## config.mk

```make
export PLATFORM = sky130hd
export DESIGN_NAME = omre_cell
export DESIGN_NICKNAME = d
export VERILOG_FILES = /design/src/rtl/core/omre_pkg.sv /design/src/rtl/core/omre_cell.sv
export SDC_FILE = /design/constraint.sdc
export NUM_CORES = 1
export LEC_CHECK = 0
export BUFFER_PORTS_ARGS = -buffer_cell sky130_fd_sc_hd__buf_4
export CAP_MARGIN = 15
export CORE_AREA = 2 2 100 102
export CTS_CLUSTER_DIAMETER = 50
export DETAILED_ROUTE_END_ITERATION = 8
export DIE_AREA = 0 0 102 104
export GPL_TIMING_DRIVEN = 0
export HOLD_SLACK_MARGIN = 0.03
export PLACE_DENSITY = 0.73
export RECOVER_POWER = 50
export SYNTH_ARGS = -nofsm -noshare
export SYNTH_HDL_FRONTEND = slang
export SYNTH_SLANG_ARGS = --single-unit
```

## constraint.sdc

```tcl
create_clock -name clk -period 3.45 [get_ports clk]
set_input_delay 0.8625 -clock clk [delete_from_list [all_inputs] [get_ports clk]]
set_output_delay 0.8625 -clock clk [all_outputs]
set_load 0.02 [all_outputs]
```

## src/rtl/core/omre_pkg.sv

```systemverilog
package omre_pkg;

	// field widths
	localparam int KEY_W  = 32;
	localparam int RANK_W = 11;
	localparam int MODE_W = 3;

	// default store depth
	localparam int CAPACITY_DEF = 1024;

	// command codes
	localparam logic [MODE_W-1:0] MODE_INSERT = 3'd0;
	localparam logic [MODE_W-1:0] MODE_DELETE = 3'd1;
	localparam logic [MODE_W-1:0] MODE_RANK   = 3'd2;
	localparam logic [MODE_W-1:0] MODE_SELECT = 3'd3;
	localparam logic [MODE_W-1:0] MODE_PRED   = 3'd4;
	localparam logic [MODE_W-1:0] MODE_SUCC   = 3'd5;

	// control handed to every cell
	typedef struct packed {
		logic cmp_en;
		logic ins_en;
		logic del_en;
	} cell_ctl_t;

	// per-cell contribution to the reduction
	typedef struct packed {
		logic             found;
		logic             first_ge;
		logic [KEY_W-1:0] pred;
		logic [KEY_W-1:0] succ;
		logic [KEY_W-1:0] sel;
	} cell_out_t;

	// reduced answers
	typedef struct packed {
		logic             found;
		logic [KEY_W-1:0] pred;
		logic [KEY_W-1:0] succ;
		logic [KEY_W-1:0] sel;
	} red_t;

endpackage

```

## src/rtl/core/omre_cell.sv

```systemverilog
module omre_cell #(
	parameter int CAPACITY = omre_pkg::CAPACITY_DEF,
	parameter int IDX      = 0
) (
	input  logic                            clk,
	input  logic                            arst_n,
	input  omre_pkg::cell_ctl_t             ctl,
	input  logic signed [omre_pkg::KEY_W-1:0] cmd_key,
	input  logic [omre_pkg::RANK_W-1:0]     cmd_rank,
	input  logic [$clog2(CAPACITY+1)-1:0]   count,
	input  logic signed [omre_pkg::KEY_W-1:0] left_key,
	input  logic                            left_gt,
	input  logic                            left_ge,
	input  logic signed [omre_pkg::KEY_W-1:0] right_key,
	input  logic                            right_ge,
	output logic signed [omre_pkg::KEY_W-1:0] key,
	output logic                            gt,
	output logic                            ge,
	output omre_pkg::cell_out_t             co
);

	localparam int CNT_W = $clog2(CAPACITY+1);

	logic signed [omre_pkg::KEY_W-1:0] key_q;
	logic gt_q, ge_q, eq_q, sel_q, vld_q;
	logic valid;
	logic first_ge, first_gt, last_lt;

	// occupied when below the fill count
	assign valid = count > CNT_W'(IDX);

	// compare flags, empty cells count as above every key
	always_ff @(posedge clk or negedge arst_n) begin
		if (!arst_n) begin
			gt_q  <= 1'b0;
			ge_q  <= 1'b0;
			eq_q  <= 1'b0;
			sel_q <= 1'b0;
			vld_q <= 1'b0;
		end else if (ctl.cmp_en) begin
			gt_q  <= !valid || (key_q > cmd_key);
			ge_q  <= !valid || (key_q >= cmd_key);
			eq_q  <= valid && (key_q == cmd_key);
			sel_q <= valid && (32'(cmd_rank) == 32'(IDX + 1));
			vld_q <= valid;
		end
	end

	// key storage: shift right on insert, shift left on delete
	always_ff @(posedge clk) begin
		if (ctl.ins_en) begin
			if (left_gt)
				key_q <= left_key;
			else if (gt_q)
				key_q <= cmd_key;
		end else if (ctl.del_en) begin
			if (ge_q)
				key_q <= right_key;
		end
	end

	// boundary detection against the neighbors
	assign first_ge = ge_q && !left_ge;
	assign first_gt = gt_q && !left_gt && vld_q;
	assign last_lt  = !ge_q && right_ge;

	assign co.found    = first_ge && eq_q;
	assign co.first_ge = first_ge;
	assign co.pred     = last_lt  ? key_q : '0;
	assign co.succ     = first_gt ? key_q : '0;
	assign co.sel      = sel_q    ? key_q : '0;

	assign key = key_q;
	assign gt  = gt_q;
	assign ge  = ge_q;

endmodule

```

==> flow_summary.json, run 1 <==
{
  "final_cell_mix": "207 x buf_4, 79 x and2_1, 70 x clkbuf_1",
  "cts_sinks": 37,
  "final_common_cell": "buf_4",
  "instances_no_fill": 789,
  "drt-total-wl_mm": 12.3,
  "cp-end-kind": "output pin",
  "post-cts-setup-buffers": 0,
  "synthesis.area_um2": 3410,
  "synth_edf_count": 32,
  "dieWidth_um": 102,
  "min_period_ps": 3060,
  "firstDrtPassIters": 4,
  "yosysWarnings": 0,
  "nNetsFinal": 813,
  "drtAntennaViolNets": 0,
  "crit_family": "buffers and inverters",
  "worst_ep_required_time_ps": 2590,
  "cts_max_level": 2,
  "vias": 3767,
  "p_per_area_nw_per_um2": 331,
  "synth_nets": 550,
  "viasPerCell": 4.77,
  "postSynthAreaPerCell_um2": 8.69,
  "synth_cell_types": 34,
  "rsz0062_at_grt": "false",
  "synth-main-ff-cell": "edfxtp_1",
  "gp_congestion": 0.784,
  "grt_remaining_overflow": 0,
  "syn_inst": 392,
  "initial_utilization_pct": 35.7,
  "root_buffer": "clkbuf_8",
  "arrival_ps": 2200,
  "drive_gt1_share_pct": 33.5,
  "area_delta_synth_final_pct": 58.9,
  "dpl_cell_area_um2": 5530,
  "skew_ps": 12.2,
  "cts.repair.resized": 0,
  "tightest_slew_ps": 1100,
  "finish.utilization_pct": 56.7,
  "crit_slowest_cell": "clkbuf_1",
  "die_area_um2": 10600,
  "ff_latch_area_um2": 1090,
  "clk_latency_ps": 290,
  "dieHeight_um": 104,
  "clk_pin_slew_worst_paths_ps": 70,
  "tritoncts": "built",
  "period_share_pct": 88.8,
  "grt_max_degree": 18,
  "first_global_vias": 3790,
  "cts_buffers": 5,
  "max_freq_mhz": 327,
  "ir_drop_uv": 155,
  "timing.critical_path.buf_inv": 3,
  "worstPathMaxFanout": 10,
  "relSlewSlack_pct": 25.7,
  "grt_antenna_before_repair": 0,
  "dp_cells": 781,
  "seq_area_frac_synth_pct": 31.9,
  "fin_area_um2": 5410,
  "post-route-drc-count": 0,
  "clockBufferDepth": 2,
  "grt_pass1_wl_mm": 19.1,
  "hpwl_mm": 10.2,
  "fillCellCount": 972,
  "track_usage_pct": 22.6,
  "wl_per_cell_um": 15.6,
  "fp-row-count": 36,
  "portBuffers": 255,
  "fin_ws_ps": 387,
  "run_status": "complete, no violations",
  "drv_cap": 0,
  "pre_cts_slack_ps": 385,
  "ys_ff_latch": 37,
  "cts_hold_repair.buffers": 0,
  "criticalPathCategory": "in2out",
  "setup_violations": 0,
  "hold_viol_final": 0,
  "slowest_delay_ps": 620,
  "hold_path.class": "in2async",
  "cp_common_cell": "clkbuf_1",
  "diodes": 0,
  "core_um2": 9550,
  "multi_input_comb_area_um2": 2090,
  "drv_slew": 0,
  "p_leak_nw": 2.69,
  "drtIter0Drc": 94,
  "ys_async_sr_fraction_pct": 13.5,
  "crit_chain": "clkbuf_1 -> clkbuf_1 -> nor3_1 -> buf_4",
  "ios": 258,
  "startpoint_type": "input port"
}
## report_power, final
part | switching, mW | internal [mW] | leakage [nW] | total [mW]
clock network | 0.156 | 0.163 | 0.0455 | 0.319
registers | 0.0661 | 0.565 | 0.373 | 0.631
logic | 0.473 | 0.367 | 2.27 | 0.841
total | 0.696 | 1.10 | 2.69 | 1.79
## synthesized netlist by cell type (2+ instances only)
cell type	instances	area share, %
dfrtp_1	5	3.7
nand4_4	2	1.2
nand2_1	6	0.66
and2_1	95	17
clkbuf_1	17	1.9
nor2b_1	3	0.55
nor4b_1	2	0.51
o21ai_0	3	0.44
a211oi_1	3	0.66
nor2_1	38	4.2
buf_2	3	0.44
inv_1	37	4.1
nor4_1	4	0.73
nor3_1	4	0.59
mux2i_1	32	9.4
o21a_1	2	0.44
nand3_1	4	0.59
a21oi_1	46	6.8
nand4_1	4	0.73
ha_1	32	12
a21o_1	3	0.66
edfxtp_1	32	28
o22ai_1	4	0.73
## sequential cells by signal, summed over array words and instances (netlist names)
register / cells
vld_q: 1
eq_q: 1
sel_q: 1
key: 32
gt: 1
ge: 1
## final timing paths
path | slack (ps) | start | depth (start not counted) | to
min | 410 | arst_n | 1 | eq_q$_DFFE_PN0P_
max reg2reg | 1160 | key[31]$_DFFE_PP_ | 6 | ge$_DFFE_PN0P_
min in group clk | 540 | vld_q$_DFFE_PN0P_ | 2 | vld_q$_DFFE_PN0P_
min reg2reg | 540 | vld_q$_DFFE_PN0P_ | 2 | vld_q$_DFFE_PN0P_
max in group asynchronous | 2830 | arst_n | 1 | ge$_DFFE_PN0P_
max | 390 | left_gt | 4 | co[32]
## kinds of logic (layout without fill, tap and decap cells)
logic type / after synthesis / after routing / share of synthesized area [%]
DFF: 37 / 37 / 31.9
AOI/OAI and AO/OA: 68 / 68 / 11.9
adders and majority gates: 32 / 32 / 11.8
and+or+nand+nor: 165 / 165 / 28.4
buffers and inverters: 58 / 322 / 6.61
muxes: 32 / 32 / 9.40
## cell type report
cell class / instances / area share, %
buffer: 21 / 1.53
tap: 133 / 3.07
clock buffer: 8 / 1.66
sequential: 37 / 20.1
inverter: 37 / 2.57
multi-input combinational: 297 / 38.6
timing repair buffer: 256 / 32.5
## stage by stage
step | total power, mW | hold slack, ps | setup TNS [ps]
floorplan | 1.10 | 508 | 0
CTS | 1.86 | 356 | 0
detailed placement | 1.54 | 530 | 0
global placement | 1.50 | 525 | -5370
global route | 1.91 | 419 | 0
finish | 1.79 | 415 | 0
## worst reg2reg max path: cells and delay by family (launching register included)
family	cells	cell delay (ps)
AO/OA/AOI/OAI	3	760
adder cells (fa/ha/maj)	1	420
flip-flops	1	450
AND/OR/NAND/NOR	2	530
## per-layer routing
| layer | vias to the layer above | global-route usage [%] | share of wire, % |
|---|---|---|---|
| li1 | 1871 | - | - |
| met3 | 11 | 4.44 | 7.2 |
| met1 | 1726 | 27.0 | 40 |
| met4 | 0 | 4.67 | 1.3 |
| met2 | 159 | 41.5 | 52 |
| met5 | - | 0 | 0 |
No activity file was read; power rests on OpenSTA's default activity.
==> run 2, diff against run 1 <==
- PLACE_DENSITY: 0.73 -> 0.81
==> run 2 against run 1 <==
Power up 3.8%. Count of clock-buffer cells in the layout shrank 2. Via count increased by 1.2%. Critical path type unchanged. Critical endpoint is now co[46]. Largest cell class unchanged.
==> flow_summary.json, run 2 (synthesis results as in run 1) <==
{
  "area_delta_synth_final_pct": 60.1,
  "track_usage_pct": 22.7,
  "rsz0062_at_grt": "false",
  "r2r-start": "key[31]$_DFFE_PP_",
  "skew_ps": 7.11,
  "grt_max_degree": 19,
  "cp_common_cell": "clkbuf_1",
  "drv_slew": 0,
  "total_power_mw": 1.86,
  "clk_pin_slew_worst_paths_ps": 80,
  "dieHeight_um": 104,
  "firstDrtPassIters": 4,
  "drtAntennaViolNets": 0,
  "crit_family": "buffers and inverters",
  "arrival_ps": 2310,
  "root_buffer": "clkbuf_8",
  "timing.critical_path.buf_inv": 3,
  "regToRegEndpoint": "ge$_DFFE_PN0P_",
  "cts_buffers": 5,
  "first_global_vias": 3861,
  "largest_register_ffs": 32,
  "dpl_cell_area_um2": 5530,
  "cts_sinks": 37,
  "core_um2": 9550,
  "tightest_slew_ps": 1010,
  "fp-row-count": 36,
  "viasPerCell": 4.83,
  "slowest_delay_ps": 480,
  "ff2ff_setup_slack_ps": 1160,
  "crit_slowest_cell": "clkbuf_1",
  "tns_ps": 0,
  "fin_ws_ps": 276,
  "diodes": 0,
  "setup_violations": 0,
  "p_per_area_nw_per_um2": 341,
  "comb_power_share_pct": 45.3,
  "grt_remaining_overflow": 0,
  "crit_chain": "clkbuf_1 -> nor2_1 -> clkbuf_1 -> and2_1 -> buf_4",
  "gp_congestion": 0.767,
  "drv_cap": 0,
  "post-route-drc-count": 0,
  "hold_ws_ps": 401,
  "criticalPathCategory": "in2out",
  "worstPathMaxFanout": 10,
  "run_status": "complete, no violations",
  "drtIter0Drc": 134,
  "portBuffers": 255,
  "swShare_pct": 38.4,
  "clk_latency_ps": 290,
  "clockPowerShare_pct": 20.7,
  "vias": 3814,
  "cts.repair.resized": 0,
  "min_period_ps": 3170,
  "reg2reg_depth": 6,
  "hpwl_mm": 10.2,
  "grt_pass1_wl_mm": 19.0,
  "p_leak_nw": 2.72,
  "nNetsFinal": 813,
  "final_cell_mix": "213 x buf_4, 73 x and2_1, 63 x clkbuf_1",
  "cts_max_level": 2,
  "drt-total-wl_mm": 12.4,
  "hold_path.class": "in2async",
  "dieWidth_um": 102,
  "grt_antenna_before_repair": 0,
  "ir_drop_uv": 176,
  "cts_hold_repair.buffers": 0,
  "internal-power_mw": 1.15,
  "die_area_um2": 10600,
  "clockBufferDepth": 2,
  "power_switching_mw": 0.713,
  "worst_ep_required_time_ps": 2590,
  "max_freq_mhz": 315,
  "tritoncts": "built",
  "cp-end-kind": "output pin",
  "wl_per_cell_um": 15.7,
  "period_share_pct": 92.0,
  "final_common_cell": "buf_4",
  "relSlewSlack_pct": 31.6,
  "startpoint_type": "input port",
  "fin_area_um2": 5450,
  "post-cts-setup-buffers": 0,
  "ios": 258,
  "pwr-share-seq_pct": 34.0,
  "pre_cts_slack_ps": 276,
  "hold_viol_final": 0,
  "initial_utilization_pct": 35.7,
  "drive_gt1_share_pct": 34.5
}
run 2: routing by layer:
| layer | wire (um) | part of all wire (%) | global-route usage [%] | up-vias |
|---|---|---|---|---|
| li1 | - | - | - | 1867 |
| met1 | 4760 | 38 | 26.3 | 1770 |
| met2 | 6600 | 53 | 43.2 | 169 |
| met3 | 945 | 7.6 | 3.76 | 8 |
| met4 | 97 | 0.78 | 3.90 | 0 |
| met5 | 0 | 0 | 0 | - |
run 2: power by group through the flow:
stage	registers, mW	clock network, mW	logic, mW
4_1_cts	0.633	0.393	0.898
3_5_place_dp	0.643	0	0.895
6_report	0.632	0.385	0.842
2_1_floorplan	0.693	0	0.404
5_1_grt	0.644	0.410	0.912
3_3_place_gp	0.641	0	0.859
run 2: layout make-up:
cell class	instances	area (um^2)
Buffer	21	82.6
Clock buffer	6	72.6
Clock inverter	2	33.8
Fill cell	918	4100
Inverter	37	139
Multi-Input combinational cell	297	2090
Sequential cell	37	1090
Tap cell	133	166
Timing Repair Buffer	256	1780
run 2: stage by stage:
| stage | util [%] | instances |
|---|---|---|
| global route | 57.1 | 789 |
| detailed placement | 57.9 | 781 |
| finish | 57.1 | 789 |
| floorplan | - | 392 |
| CTS | 59.0 | 789 |
| global placement | 57.5 | 780 |
run 2: worst register-to-register path, cell delays in order, from the launching register on:
cell      delay, ps
edfxtp_1        460
ha_1            410
nand4_4         170
nor4_4          370
o21ai_0         260
a311oi_1        410
a211oi_1         90
run 2: worst max-delay path by stage:
| stage | from | to | slack, ps | cells after the start |
|---|---|---|---|---|
| detailed placement | left_gt | co[47] | 280 | 5 |
| global placement | left_gt | key[15]$_DFFE_PP_ | -230 | 4 |
| CTS | left_gt | co[46] | 270 | 5 |
| floorplan | left_gt | key[0]$_DFFE_PP_ | 590 | 4 |
| finish | left_gt | co[46] | 280 | 5 |
| global route | left_gt | co[32] | 190 | 4 |
